### src/hw/rtl/i2a_pkg.sv
package i2a_pkg;

    localparam int VALUE_W  = 64;
    localparam int KIND_W   = 3;
    localparam int CHAR_W   = 8;
    localparam int DIG_W    = 4;
    localparam int NDIG     = 20;
    localparam int BCD_W    = NDIG * DIG_W;
    localparam int CNT_W    = 5;
    localparam int STEP_W   = 7;
    localparam int IDX_W    = 5;

    localparam logic [STEP_W-1:0] DEC_STEPS  = 7'd64;
    localparam logic [STEP_W-1:0] FOUR_STEPS = 7'd16;
    localparam logic [CNT_W-1:0]  FOUR_LEN   = 5'd4;
    localparam logic [CNT_W-1:0]  HEX_LEN    = 5'd2;
    localparam logic [CNT_W-1:0]  BIN_LEN    = 5'd8;

    localparam logic [CHAR_W-1:0] ASCII_ZERO  = 8'h30;
    localparam logic [CHAR_W-1:0] ASCII_UPA   = 8'h41;
    localparam logic [CHAR_W-1:0] ASCII_MINUS = 8'h2D;

    typedef enum logic [KIND_W-1:0] {
        KIND_SDEC  = 3'd0,
        KIND_FOUR  = 3'd1,
        KIND_HEX   = 3'd2,
        KIND_BTRIM = 3'd3,
        KIND_BFULL = 3'd4
    } kind_t;

    typedef enum logic [1:0] {
        S_IDLE,
        S_CONV,
        S_TRIM,
        S_EMIT
    } state_t;

    typedef struct packed {
        logic                start;
        logic [STEP_W-1:0]   steps;
        logic [VALUE_W-1:0]  mag;
    } dab_req_t;

    function automatic logic [CHAR_W-1:0] hex_char(input logic [DIG_W-1:0] nib);
        logic [CHAR_W-1:0] wide;
        wide = {{(CHAR_W-DIG_W){1'b0}}, nib};
        if (nib <= 4'd9) begin
            hex_char = wide + ASCII_ZERO;
        end else begin
            hex_char = wide - 8'd10 + ASCII_UPA;
        end
    endfunction

endpackage

### src/hw/rtl/i2a_dabble.sv
module i2a_dabble (
    input  logic                       aclk,
    input  logic                       aresetn,
    input  i2a_pkg::dab_req_t          req,
    output logic                       done,
    output logic [i2a_pkg::BCD_W-1:0]  bcd
);
    import i2a_pkg::*;

    logic [VALUE_W-1:0] bin_reg;
    logic [BCD_W-1:0]   bcd_reg;
    logic [STEP_W-1:0]  cnt_reg;
    logic               busy_reg;
    logic [BCD_W-1:0]   adj;

    // Add three to every digit of five or more before the shift.
    always_comb begin
        for (int i = 0; i < NDIG; i++) begin
            if (bcd_reg[i*DIG_W +: DIG_W] >= 4'd5) begin
                adj[i*DIG_W +: DIG_W] = bcd_reg[i*DIG_W +: DIG_W] + 4'd3;
            end else begin
                adj[i*DIG_W +: DIG_W] = bcd_reg[i*DIG_W +: DIG_W];
            end
        end
    end

    always_ff @(posedge aclk) begin
        if (!aresetn) begin
            busy_reg <= 1'b0;
            cnt_reg  <= '0;
        end else if (req.start) begin
            busy_reg <= 1'b1;
            cnt_reg  <= req.steps;
        end else if (busy_reg) begin
            cnt_reg <= cnt_reg - 7'd1;
            if (cnt_reg == 7'd1) begin
                busy_reg <= 1'b0;
            end
        end
    end

    always_ff @(posedge aclk) begin
        if (req.start) begin
            bin_reg <= req.mag;
            bcd_reg <= '0;
        end else if (busy_reg) begin
            bin_reg <= {bin_reg[VALUE_W-2:0], 1'b0};
            bcd_reg <= {adj[BCD_W-2:0], bin_reg[VALUE_W-1]};
        end
    end

    assign done = busy_reg && (cnt_reg == 7'd1);
    assign bcd  = bcd_reg;

    ap_no_restart: assert property (@(posedge aclk) disable iff (!aresetn)
        req.start |-> !busy_reg)
        else $error("conversion restarted while busy");

    ap_done_ends: assert property (@(posedge aclk) disable iff (!aresetn)
        done |=> !busy_reg)
        else $error("conversion kept running after its last step");

    ap_nonzero_steps: assert property (@(posedge aclk) disable iff (!aresetn)
        busy_reg |-> cnt_reg != 7'd0)
        else $error("step counter ran out while busy");

endmodule

### src/hw/rtl/integer_to_ascii_formatter.sv
// Formats one number per input beat as ASCII text, most significant
// character first. The slave side carries the 64-bit two's complement value
// in s_tdata and the format kind in s_tuser. The master side carries one
// character per beat in m_tdata, with m_tlast on the final character.
// Kinds are signed decimal, four-digit decimal, two-digit hex byte, trimmed
// binary and eight-digit binary; unused kind codes produce no beats.
// Decimal digits come from one shared shift-and-add-three unit that handles
// one value bit per cycle, over the magnitude of the value for signed decimal
// and over the low 16 bits for the four-digit kind, followed by a trim state
// that finds the leading digit. Characters then leave at one per cycle while
// the receiver takes them. s_tready is high only while the block is idle.
// A stalled receiver holds the current character in the output register and
// pauses emission. Reset returns the block to idle and drops m_tvalid.
module integer_to_ascii_formatter (
    input  logic                          aclk,
    input  logic                          aresetn,
    input  logic                          s_tvalid,
    output logic                          s_tready,
    input  logic [i2a_pkg::VALUE_W-1:0]   s_tdata,   // value
    input  logic [i2a_pkg::KIND_W-1:0]    s_tuser,   // kind
    output logic                          m_tvalid,
    input  logic                          m_tready,
    output logic [i2a_pkg::CHAR_W-1:0]    m_tdata,   // character
    output logic                          m_tlast
);
    import i2a_pkg::*;

    state_t                       state_reg, state_next;
    kind_t                        kind_reg;
    logic                         neg_reg;
    logic [CNT_W-1:0]             cnt_reg;
    logic [NDIG-1:0][DIG_W-1:0]   txt_reg;
    logic                         m_tvalid_reg;
    logic [CHAR_W-1:0]            m_tdata_reg;
    logic                         m_tlast_reg;

    dab_req_t                     dab_req;
    logic                         dab_done;
    logic [BCD_W-1:0]             dab_bcd;

    logic                         accept;
    logic                         emit;
    logic                         out_free;
    logic [IDX_W-1:0]             idx;
    logic [CHAR_W-1:0]            emit_char;
    logic                         emit_last;
    logic [NDIG-1:0][DIG_W-1:0]   trim_src;
    logic [CNT_W-1:0]             trim_cnt;
    logic [NDIG-1:0][DIG_W-1:0]   bits_txt;
    logic [NDIG-1:0][DIG_W-1:0]   hex_txt;
    kind_t                        in_kind;

    i2a_dabble u_dabble (
        .aclk    (aclk),
        .aresetn (aresetn),
        .req     (dab_req),
        .done    (dab_done),
        .bcd     (dab_bcd)
    );

    assign in_kind  = kind_t'(s_tuser);
    assign out_free = !m_tvalid_reg || m_tready;

    always_comb begin
        state_next = state_reg;
        unique case (state_reg)
            S_IDLE: begin
                if (s_tvalid) begin
                    priority case (in_kind)
                        KIND_SDEC, KIND_FOUR: state_next = S_CONV;
                        KIND_BTRIM:           state_next = S_TRIM;
                        KIND_HEX, KIND_BFULL: state_next = S_EMIT;
                        default:              state_next = S_IDLE;
                    endcase
                end
            end
            S_CONV: begin
                if (dab_done) begin
                    state_next = S_TRIM;
                end
            end
            S_TRIM: state_next = S_EMIT;
            S_EMIT: begin
                if (emit && emit_last) begin
                    state_next = S_IDLE;
                end
            end
            default: state_next = S_IDLE;
        endcase
    end

    always_comb begin
        s_tready      = (state_reg == S_IDLE);
        accept        = s_tready && s_tvalid;
        emit          = (state_reg == S_EMIT) && out_free;
        dab_req.start = accept && ((in_kind == KIND_SDEC) || (in_kind == KIND_FOUR));
        if (in_kind == KIND_FOUR) begin
            dab_req.steps = FOUR_STEPS;
            dab_req.mag   = {s_tdata[15:0], {(VALUE_W-16){1'b0}}};
        end else begin
            dab_req.steps = DEC_STEPS;
            dab_req.mag   = s_tdata[VALUE_W-1] ? (~s_tdata + 64'd1) : s_tdata;
        end
    end

    always_comb begin
        bits_txt = '0;
        hex_txt  = '0;
        for (int i = 0; i < 8; i++) begin
            bits_txt[i] = {3'b000, s_tdata[i]};
        end
        hex_txt[0] = s_tdata[3:0];
        hex_txt[1] = s_tdata[7:4];
    end

    // The leading digit is the highest nonzero one; zero still shows one digit. Four-digit text keeps four.
    always_comb begin
        if ((kind_reg == KIND_SDEC) || (kind_reg == KIND_FOUR)) begin
            trim_src = dab_bcd;
        end else begin
            trim_src = txt_reg;
        end
        trim_cnt = 5'd1;
        for (int i = 1; i < NDIG; i++) begin
            if (trim_src[i] != 4'd0) begin
                trim_cnt = CNT_W'(i + 1);
            end
        end
        if (kind_reg == KIND_FOUR) begin
            trim_cnt = FOUR_LEN;
        end
    end

    assign idx       = cnt_reg - 5'd1;
    assign emit_char = neg_reg ? ASCII_MINUS : hex_char(txt_reg[idx]);
    assign emit_last = !neg_reg && (cnt_reg == 5'd1);

    always_ff @(posedge aclk) begin
        if (!aresetn) begin
            state_reg    <= S_IDLE;
            m_tvalid_reg <= 1'b0;
        end else begin
            state_reg <= state_next;
            if (emit) begin
                m_tvalid_reg <= 1'b1;
            end else if (m_tready) begin
                m_tvalid_reg <= 1'b0;
            end
        end
    end

    always_ff @(posedge aclk) begin
        if (accept) begin
            kind_reg <= in_kind;
            neg_reg  <= (in_kind == KIND_SDEC) && s_tdata[VALUE_W-1];
            unique case (in_kind)
                KIND_HEX: begin
                    txt_reg <= hex_txt;
                    cnt_reg <= HEX_LEN;
                end
                KIND_BTRIM, KIND_BFULL: begin
                    txt_reg <= bits_txt;
                    cnt_reg <= BIN_LEN;
                end
                default: begin
                    txt_reg <= '0;
                    cnt_reg <= 5'd1;
                end
            endcase
        end else if (state_reg == S_TRIM) begin
            txt_reg <= trim_src;
            cnt_reg <= trim_cnt;
        end else if (emit) begin
            if (neg_reg) begin
                neg_reg <= 1'b0;
            end else begin
                cnt_reg <= cnt_reg - 5'd1;
            end
        end
    end

    always_ff @(posedge aclk) begin
        if (emit) begin
            m_tdata_reg <= emit_char;
            m_tlast_reg <= emit_last;
        end
    end

    assign m_tvalid = m_tvalid_reg;
    assign m_tdata  = m_tdata_reg;
    assign m_tlast  = m_tlast_reg;

    ap_cnt_range: assert property (@(posedge aclk) disable iff (!aresetn)
        state_reg == S_EMIT |-> (cnt_reg != 5'd0) && (cnt_reg <= 5'd20))
        else $error("character count out of range during emission");

    ap_done_in_conv: assert property (@(posedge aclk) disable iff (!aresetn)
        dab_done |-> state_reg == S_CONV)
        else $error("conversion finished outside the conversion state");

    ap_last_idles: assert property (@(posedge aclk) disable iff (!aresetn)
        emit && emit_last |=> state_reg == S_IDLE)
        else $error("block did not return to idle after the final character");

    ap_minus_first: assert property (@(posedge aclk) disable iff (!aresetn)
        neg_reg && state_reg == S_EMIT |-> kind_reg == KIND_SDEC)
        else $error("minus sign pending for a kind other than signed decimal");

endmodule

### config.mk
export PLATFORM = sky130hd
export DESIGN_NAME = integer_to_ascii_formatter
export DESIGN_NICKNAME = d
export VERILOG_FILES = /design/src/hw/rtl/i2a_pkg.sv /design/src/hw/rtl/i2a_dabble.sv /design/src/hw/rtl/integer_to_ascii_formatter.sv
export SDC_FILE = /design/constraint.sdc
export NUM_CORES = 1
export LEC_CHECK = 0
export BUFFER_PORTS_ARGS = -buffer_cell sky130_fd_sc_hd__buf_2
export CAP_MARGIN = 30
export CORE_MARGIN = 5
export CORE_UTILIZATION = 29
export CTS_CLUSTER_SIZE = 25
export DETAILED_ROUTE_END_ITERATION = 10
export GPL_TIMING_DRIVEN = 0
export PLACE_DENSITY = 0.44
export SLEW_MARGIN = 20
export SYNTH_ARGS = -nofsm -noshare
export SYNTH_HDL_FRONTEND = slang
export SYNTH_HIERARCHICAL = 1
export SYNTH_SLANG_ARGS = --single-unit
### constraint.sdc
create_clock -name aclk -period 7.4 [get_ports aclk]
set_input_delay 1.11 -clock aclk [delete_from_list [all_inputs] [get_ports aclk]]
set_output_delay 1.11 -clock aclk [all_outputs]
set_load 0.1 [all_outputs]
==> results of run 1 <==
-- synthesized netlist by cell type, drive strengths merged, types with 7 or more instances --
cell,instances,share of area [%]
a21oi,150,4.7
a311o,20,1.3
a311oi,19,1.4
a31oi,11,0.43
buf,41,1.6
clkbuf,60,1.4
dfxtp,91,11
edfxtp,161,30
ha,53,4.2
inv,99,2.3
mux2,66,4.7
mux2i,20,1.3
mux4,20,2.8
nand2,230,5.4
nand2b,16,0.63
nand3,37,1.2
nand4,21,0.83
nor2,101,2.4
nor3,35,1.1
nor4,32,1.3
o21ai,142,4.5
o22a,19,1.0
o22ai,19,0.75
o31ai,30,1.8
o32ai,20,1.1
o41ai,7,0.48
or2,7,0.28
or3,34,1.4
or4,20,1.0
xor2,66,3.6
-- cell type report --
| class | count | area, µm² |
|---|---|---|
| repair buffers | 79 | 432.9 |
| clock buffers | 48 | 1027 |
| well taps | 696 | 870.8 |
| inverters | 99 | 371.6 |
| diodes | 1 | 2.502 |
| plain buffers | 101 | 474.2 |
| clock inverters | 15 | 97.59 |
| multi-input cells | 1265 | 8432 |
| flip-flops and latches | 252 | 6656 |
| fillers | 5583 | 35660 |
-- placed cells by master (no fill, tap or decap), types with 20 or more instances in the layout --
cell type  instances
edfxtp_1         161
dfxtp_1           91
nand4_1           21
nor2_1           101
o21ai_1           41
o32ai_1           20
nor3_1            35
mux4_2            20
a21oi_1          150
clkbuf_1          64
xor2_1            66
nand2_1          227
o31ai_1           26
nand3_1           37
clkbuf_16         37
mux2i_1           20
buf_2            101
mux2_2            66
nor4_1            31
inv_1             97
or3_1             33
a311o_1           20
o21ai_0          101
ha_1              53
-- where the power goes --
group          internal (mW)  total, mW  switching, mW  leakage, nW
sequential              2.20       2.91          0.708         2.31
combinational           1.33       3.33           2.00         3.60
clock                  0.976       1.66          0.683        0.549
total                   4.51       7.90           3.39         6.46
-- how the worst max path moves through the flow --
stage | start | to | slack [ps] | depth (start not counted)
after global routing | cnt_reg[0] | m_tdata[5] | 1270 | 15
after CTS | cnt_reg[0] | m_tdata[5] | 1530 | 15
after floorplan | cnt_reg[0] | m_tdata[5] | 3180 | 17
after detailed placement | cnt_reg[0] | m_tdata[5] | 1550 | 15
after global placement | cnt_reg[0] | m_tdata[5] | 1610 | 15
final | cnt_reg[0] | m_tdata[5] | 1580 | 15
-- worst max-delay path, cell delays in order (launching register included) --
cell      delay, ps
edfxtp_1        350
buf_2           330
buf_2           420
buf_2           450
inv_1           150
ha_1            500
buf_1           650
buf_1           730
mux4_2          440
a31oi_1         470
inv_1            90
ha_1            240
nor2_1          160
inv_1            70
and2_1          170
a311o_1         330
-- logic make-up (layout without fill, tap and decap cells) --
group | after synthesis | after routing | synth area share (%)
AND/OR/NAND/NOR | 558 | 558 | 16.71
AO/OA/AOI/OAI | 471 | 471 | 19.23
flip-flops | 252 | 252 | 41.86
buffers and inverters | 200 | 342 | 5.319
multiplexers | 106 | 106 | 8.766
XOR/XNOR | 71 | 71 | 3.911
adder cells (fa/ha/maj) | 53 | 53 | 4.171
other | 1 | 7 | 0.02358
-- through the flow --
step	std cells	worst slack, ps	utilization, %	hold WS [ps]	cell area (µm²)
after floorplan	1717	3182	-	456.3	15920
after global placement	2490	1608	31.79	469.0	17180
after detailed placement	2492	1547	31.91	473.0	17240
after CTS	2555	1525	33.99	461.3	18360
after global routing	2556	1274	33.99	478.4	18370
final	2556	1581	33.99	470.6	18370
-- metal layers --
layer / share of wire [%] / GRT usage [%] / up-vias
li1: - / - / 6595
met1: 47 / 26.11 / 6849
met2: 45 / 27.74 / 440
met3: 5.8 / 2.872 / 94
met4: 2.5 / 4.978 / 0
met5: 0 / 0 / -
==> qor.yml, run 1 <==
outcome:
  outcome: "complete, no violations"
placement:
  port_buffers: 77
  dpl.hpwl_mm: 41.37
  gp_congestion: 0.8606
timing:
  hold_viol: 0
  setup_viol: 0
  fin_setup_tns_ps: 0
  period_needed_ps: 5819
  fin_skew_ps: 29.39
  fmax_mhz: 171.8
  relSlewSlack_pct: 36.34
  finalCritPeriodShare_pct: 78.64
  grt_setup_unrepaired: "no"
  slew_violations: 0
  worstMarginPinSlew_ps: 947.6
routing:
  routed_wl_mm: 55.41
  wl_per_cell_um: 21.68
  final_antenna_net_count: 0
  viasPerCell: 5.469
  drt-pass1-iter-count: 5
  drc: 0
  drt_iter0_markers: 1139
  vias: 13980
logic_synthesis:
  yosysWarnings: 6
  syn-cell-area_um2: 15900
  ys_ff_latch: 252
  yosysUniqueCellTypes: 72
  synth_edf_count: 161
  ys_seq_area_share_pct: 41.86
  postSynthAreaPerCell_um2: 9.288
  synth_flop_cell: "edfxtp_1"
  async_flop_share_pct: 0
  synth_cells: 1712
floorplan:
  die_x_um: 244.2
  start_util_pct: 29.43
  dieHeight_um: 244.2
  fp.coreArea_um2: 54030
  fp-row-count: 85
  dieArea_um2: 59610
  io_pins: 82
clock_network:
  cts-root-buf: "clkbuf_16"
  cts_resized: 0
  post_cts_buffers: 0
  clkLatencyLatePin_ps: 560
  clock_sinks: 252
  tritoncts: "built"
  cts_hold_buf: 0
  clkTransAtPathRegs_ps: 60
  clock_path_buffers: 3
  cts_buffers: 35
  htree_levels: 2
setup_path:
  critPathLaunchType: "register"
  worstReg2RegStart: "cnt_reg[0]"
  critPathCaptureType: "register"
  reg2reg_to: "m_tdata[5]"
  cp_data_arrival_time_ps: 6110
  crit_type: "reg2reg"
  cp_max_fo: 10
  cp.required_ps: 7690
  r2r_cells: 15
  reg2reg_slack_ps: 1580
power_and_ir_drop:
  finalPower_mw: 7.898
  leakage_nw: 6.464
  power_density_nw_per_um2: 430.0
  ir_drop_uv: 211.9
global_route:
  grt_pass1_wl_mm: 84.02
  grt_pass1_vias: 13640
  grt_usage_pct: 17.96
  antenna_found_initial: 3
  grt_max_degree: 43
  overflow: 0
cells_and_area:
  syn_to_final_growth_pct: 15.50
  drive_gt1_share_pct: 15.76
  final_nets: 1957
min_path:
  hold_path_class: "reg2reg"
  min_to: "u_dabble/bcd[0]"
  hold_depth: 2
  min-delay-start: "u_dabble/bin_reg[63]"
run:
  max_cap_violations: 0
No activity file was read; power rests on OpenSTA's default activity.
==> run 2, diff against run 1 <==
--- a/config.mk
+++ b/config.mk
@@ -5,6 +5,7 @@
 export SDC_FILE = /design/constraint.sdc
 export NUM_CORES = 1
 export LEC_CHECK = 0
+export ABC_AREA = 1
 export BUFFER_PORTS_ARGS = -buffer_cell sky130_fd_sc_hd__buf_2
 export CAP_MARGIN = 30
 export CORE_MARGIN = 5
@@ -12,7 +13,7 @@
 export CTS_CLUSTER_SIZE = 25
 export DETAILED_ROUTE_END_ITERATION = 10
 export GPL_TIMING_DRIVEN = 0
-export PLACE_DENSITY = 0.44
+export PLACE_DENSITY = 0.45
 export SLEW_MARGIN = 20
 export SYNTH_ARGS = -nofsm -noshare
 export SYNTH_HDL_FRONTEND = slang
==> constraint.sdc (replaced) <==
create_clock -name aclk -period 5 [get_ports aclk]
set_input_delay 0.75 -clock aclk [delete_from_list [all_inputs] [get_ports aclk]]
set_output_delay 0.75 -clock aclk [all_outputs]
set_load 0.1 [all_outputs]
==> qor.yml, run 2 <==
outcome:
  outcome: "complete, no violations"
logic_synthesis:
  muxShareOfSynthArea_pct: 2.864
  ys_ff_latch: 252
  synth.most_common_cell: "nand2_1"
  yosysUniqueCellTypes: 59
  yosysWarnings: 6
  synth_top_area_cell: "edfxtp_1"
  synth_cells: 2071
  synth_top_cells_by_count: "582 x nand2_1, 221 x inv_1, 203 x nor2_1, 162 x o21ai_0, 161 x edfxtp_1"
  syn-cell-area_um2: 15730
  postSynthAreaPerCell_um2: 7.595
  ys_seq_area_share_pct: 42.32
  synth_edf_count: 161
  synth_top_family_by_area: "simple AND/OR/NAND/NOR gates"
  synth_compound_area_share_pct: 13.62
  ys_top_cells_by_area: "edfxtp_1 31%, nand2_1 14%, dfxtp_1 12%"
  synthAdderAreaFrac_pct: 4.216
  synth_flop_cell: "edfxtp_1"
  synth_top_area_share_pct: 30.73
  yosys.area_share.simple_pct: 26.89
  synth_xor_area_share_pct: 1.726
  async_flop_share_pct: 0
routing:
  final_antenna_net_count: 0
  vias: 14190
  routed-wl-met3_mm: 1.998
  top_layer: "met5"
  drt-met1-wl_mm: 23.59
  drt-pass1-iter-count: 6
  drt_iter0_markers: 859
  wl_met2_mm: 24.43
  wl_per_cell_um: 17.54
  drc: 0
  routed_wl_mm: 51.10
  viasPerCell: 4.870
setup_path:
  critPathMostFrequentCell: "nand2_1"
  crit_slowest_cell: "clkbuf_1"
  cp.required_ps: 5360
  reg2reg_to: "m_tdata[4]"
  critPathLaunchType: "register"
  reg2reg_slack_ps: 300
  worstReg2RegStart: "cnt_reg[0]"
  path_cells: "buf_2 > inv_2 > buf_4 > buf_2 > ha_1 > clkbuf_1 > o21ai_0 > o211ai_1 > nand3_1 > nand2_1 > nand2_1 > o21ai_0 > inv_1 > ha_1 > or2_2 > a21oi_1 > o21ai_1 > nand2_1 > nand2_1 > o21ai_1 > inv_1"
  crit_type: "reg2reg"
  r2r_cells: 21
  cp_max_fo: 10
  cpPeakStageDelay_ps: 490
  critPathCaptureType: "register"
  cp_data_arrival_time_ps: 5060
floorplan:
  dieArea_um2: 59000
  start_util_pct: 29.23
  dieHeight_um: 242.9
  fp.coreArea_um2: 53810
  io_pins: 82
  fp-row-count: 85
  die_x_um: 242.9
timing:
  worstMarginPinSlew_ps: 913.0
  relSlewSlack_pct: 39.14
  finalCritPeriodShare_pct: 93.99
  setup_viol: 0
  period_needed_ps: 4700
  fin_skew_ps: 36.35
  fin_setup_tns_ps: 0
  hold_viol: 0
  slew_violations: 0
  hold_ws_ps: 409.1
  grt_setup_unrepaired: "no"
  fmax_mhz: 212.8
placement:
  port_buffers: 80
  place_inst: 2855
  dpl.hpwl_mm: 38.52
  placed_cell_area_um2: 17090
  gp_congestion: 0.9219
power_and_ir_drop:
  power_density_nw_per_um2: 566.8
  leakage_nw: 7.475
  ir_drop_uv: 325.2
  p_switching_mw: 4.379
  p_sw_share_pct: 42.61
  power_frac_comb_pct: 41.5
  seqPwrFrac_pct: 36.0
  pwr-share-clk_pct: 22.5
  intPower_mw: 5.897
clock_network:
  post_cts_buffers: 0
  cts_resized: 0
  clock_sinks: 252
  clock_path_buffers: 3
  cts_buffers: 31
  cts-root-buf: "clkbuf_16"
  clkLatencyLatePin_ps: 600
  cts_hold_buf: 0
  tritoncts: "built"
  clkTransAtPathRegs_ps: 60
  htree_levels: 1
cells_and_area:
  final_cell_mix: "582 x nand2_1, 220 x inv_1, 203 x nor2_1"
  final_nets: 2316
  syn_to_final_growth_pct: 15.26
  layout_commonest_cell: "nand2_1"
  finalInstanceArea_um2: 18130
  fin_cells: 2914
  drive_gt1_share_pct: 10.24
global_route:
  antenna_found_initial: 2
  grt_pass1_vias: 13780
  grt_pass1_wl_mm: 79.04
  grt_usage_pct: 16.61
  overflow: 0
  grt_max_degree: 41
min_path:
  min-delay-start: "s_tuser[0]"
  hold_depth: 1
  min_to: "kind_reg[0]"
  hold_path_class: "in2reg"
run:
  max_cap_violations: 0
==> run 2: critical path, delay by kind of cell, from the launching register on <==
kind                       cells  cell delay (ps)
DFF                            1              370
AOI/OAI and AO/OA              6              940
and+or+nand+nor                6              750
buffers and inverters          7             1600
adders and majority gates      2              780
==> run 2: cells by family after synthesis <==
| family | Yosys count |
|---|---|
| compound gates | 383 |
| mux | 45 |
| other cells | 1 |
| simple gates | 994 |
| fa+ha+maj | 53 |
| xor+xnor | 28 |
| flops | 252 |
| buf+inv | 315 |
==> run 2: stage by stage <==
stage / utilization [%] / power [mW] / setup slack [ps]
6_report: 33.69 / 10.28 / 300.4
5_1_grt: 33.69 / 11.04 / 23.00
4_1_cts: 33.68 / 10.37 / 75.57
3_5_place_dp: 31.75 / 8.005 / 100.6
3_3_place_gp: 31.63 / 7.918 / 122.7
2_1_floorplan: - / 6.561 / 1005
==> run 2: worst max path at each step <==
stage | startpoint | endpoint | slack, ps | cells past startpoint
5_1_grt | cnt_reg[0] | m_tdata[4] | 20 | 21
3_3_place_gp | cnt_reg[0] | m_tdata[4] | 120 | 20
2_1_floorplan | state_reg[0] | cnt_reg[1] | 1010 | 7
3_5_place_dp | cnt_reg[0] | m_tdata[4] | 100 | 20
4_1_cts | cnt_reg[0] | m_tdata[4] | 80 | 20
6_report | cnt_reg[0] | m_tdata[4] | 300 | 21
==> run 2: area by class of cell <==
class                      count  area (µm²)
tap                          696       870.8
sequential                   252        6656
multi-input combinational   1509        7780
fill                        5800       35680
clock buffer                  47       918.4
clock inverter                11       120.1
antenna                        1       2.502
buffer                        83       445.4
inverter                     232       873.3
timing repair buffer          83       462.9
==> run 2: power groups by stage <==
stage | combinational [mW] | sequential (mW) | clock [mW]
final | 4.27 | 3.70 | 2.31
after floorplan | 2.95 | 3.61 | 0
after detailed placement | 4.27 | 3.73 | 0
after global placement | 4.17 | 3.75 | 0
after global routing | 4.79 | 3.79 | 2.47
after CTS | 4.29 | 3.69 | 2.39
==> run 2: routing by layer <==
layer,global-route usage [%],up-vias
li1,-,7174
met1,22.23,6678
met2,28.76,269
met3,2.288,67
met4,3.521,2
met5,0,-
==> run 3, diff against run 2 <==
--- a/config.mk
+++ b/config.mk
@@ -9,11 +9,11 @@
 export BUFFER_PORTS_ARGS = -buffer_cell sky130_fd_sc_hd__buf_2
 export CAP_MARGIN = 30
 export CORE_MARGIN = 5
-export CORE_UTILIZATION = 29
+export CORE_UTILIZATION = 56
 export CTS_CLUSTER_SIZE = 25
 export DETAILED_ROUTE_END_ITERATION = 10
 export GPL_TIMING_DRIVEN = 0
-export PLACE_DENSITY = 0.45
+export PLACE_DENSITY = 0.77
 export SLEW_MARGIN = 20
 export SYNTH_ARGS = -nofsm -noshare
 export SYNTH_HDL_FRONTEND = slang
==> qor.yml, run 3 (same netlist as run 2, synthesis figures left out) <==
floorplan:
  io_pins: 82
  fp.coreArea_um2: 27780
  fp-row-count: 61
  dieHeight_um: 177.6
  die_x_um: 177.6
  start_util_pct: 56.62
  dieArea_um2: 31540
clock_network:
  clkTransAtPathRegs_ps: 60
  cts_hold_buf: 0
  clkLatencyLatePin_ps: 560
  cts_buffers: 29
  clock_path_buffers: 3
  tritoncts: "built"
  cts_resized: 0
  htree_levels: 1
  cts-root-buf: "clkbuf_16"
  post_cts_buffers: 0
  clock_sinks: 252
setup_path:
  critPathCaptureType: "register"
  r2r_cells: 20
  worstSetupStartpoint: "cnt_reg[0]"
  worstReg2RegStart: "cnt_reg[0]"
  reg2reg_to: "m_tdata[4]"
  critPathLaunchType: "register"
  cp_max_fo: 10
  cp_data_arrival_time_ps: 5120
  cp.required_ps: 5310
  reg2reg_slack_ps: 200
  crit_type: "reg2reg"
global_route:
  grt_usage_pct: 28.03
  grt_pass1_vias: 14330
  antenna_found_initial: 4
  grt_pass1_wl_mm: 71.70
  overflow: 0
  grt_max_degree: 49
power_and_ir_drop:
  ir_drop_uv: 299.8
  power_density_nw_per_um2: 570.1
  leakage_nw: 7.424
  finalPower_mw: 10.05
routing:
  routed_wl_mm: 44.86
  final_antenna_net_count: 0
  drc: 0
  drt-pass1-iter-count: 5
  viasPerCell: 5.699
  drt_iter0_markers: 1444
  wl_per_cell_um: 17.32
  vias: 14760
timing:
  fin_skew_ps: 14.18
  fin_setup_tns_ps: 0
  grt_setup_unrepaired: "no"
  finalCritPeriodShare_pct: 96.07
  hold_viol: 0
  period_needed_ps: 4803
  worstMarginPinSlew_ps: 1057
  slew_violations: 0
  relSlewSlack_pct: 29.51
  fmax_mhz: 208.2
  fin_ws_ps: 196.7
  setup_viol: 0
min_path:
  min-delay-start: "s_tuser[0]"
  hold_depth: 1
  hold_path_class: "in2reg"
  min_to: "kind_reg[0]"
cells_and_area:
  multi_input_area_um2: 7780
  finalInstanceArea_um2: 17630
  fin_cells: 2590
  drive_gt1_share_pct: 10.08
  layout_commonest_cell: "nand2_1"
  final.fill_count: 2463
  diodes: 0
  syn_to_final_growth_pct: 12.11
  seqCellArea_um2: 6656
  final_cell_mix: "582 x nand2_1, 220 x inv_1, 203 x nor2_1"
  final_nets: 2313
placement:
  pre_cts_ws_ps: 362.8
  place_inst: 2536
  dpl.hpwl_mm: 32.76
  placed_cell_area_um2: 16670
  gp_congestion: 0.9785
  port_buffers: 80
outcome:
  outcome: "complete, no violations"
run:
  max_cap_violations: 0
-- run 3: changes by cell type in the layout (fill, tap and decap cells not counted), moves of 2 or more --
| cell | before | now |
|---|---|---|
| clkbuf_16 | 33 | 29 |
| clkbuf_8 | 4 | 7 |
| clkinv_1 | 4 | 2 |
| clkinv_2 | 4 | 2 |
-- run 3: how the worst max path moves through the flow --
stage | slack, ps | endpoint | depth (start not counted)
after detailed placement | 360 | m_tdata[4] | 20
final | 200 | m_tdata[4] | 20
after global routing | 60 | m_tdata[4] | 22
after CTS | 310 | m_tdata[4] | 20
after floorplan | 1010 | cnt_reg[1] | 7
after global placement | 410 | m_tdata[4] | 20
-- run 3: worst max-delay path, stage by stage, from the launching register on --
cell      delay, ps
edfxtp_1        390
buf_2           210
inv_2           190
buf_4           230
buf_2           270
ha_1            360
inv_1           260
clkbuf_1        440
a211oi_1        120
o311ai_0        450
o311ai_1        220
o21ai_0         270
ha_1            290
inv_1            70
or2_2           280
a21oi_1         110
o21ai_1          90
nand2_1          70
nand2_1          60
o21ai_1         120
inv_1            50
-- run 3: report_power, final --
part / switching, mW / internal (mW) / total, mW / leakage (nW)
registers: 0.521 / 3.16 / 3.68 / 2.29
logic: 2.88 / 1.36 / 4.24 / 4.67
clock network: 0.856 / 1.28 / 2.13 / 0.470
total: 4.26 / 5.79 / 10.1 / 7.42
-- run 3: cell type report --
type,instances,area share [%]
Inverter,232,4.952
Clock buffer,46,4.874
Sequential cell,252,37.75
Clock inverter,8,0.5676
Buffer,83,2.519
Multi-Input combinational cell,1509,44.12
Tap cell,378,2.682
Timing Repair Buffer,82,2.540
-- run 3: per-layer routing --
layer  routed length, µm  track usage (%)  vias up  part of all wire (%)
li1                    -                -     7141                     -
met5                  48                0        -                  0.11
met1               18310            35.54     6854                    41
met2               21280            47.96      630                    47
met3                3446            4.857      128                   7.7
met4                1780            10.73        8                   4.0
-- run 3: per-stage QoR --
| step | hold slack [ps] | util (%) |
|---|---|---|
| 6_report | 418.5 | 63.48 |
| 5_1_grt | 413.7 | 63.48 |
| 4_1_cts | 399.5 | 63.48 |
| 3_5_place_dp | 446.7 | 60.02 |
| 3_3_place_gp | 440.0 | 59.83 |
| 2_1_floorplan | 427.6 | - |
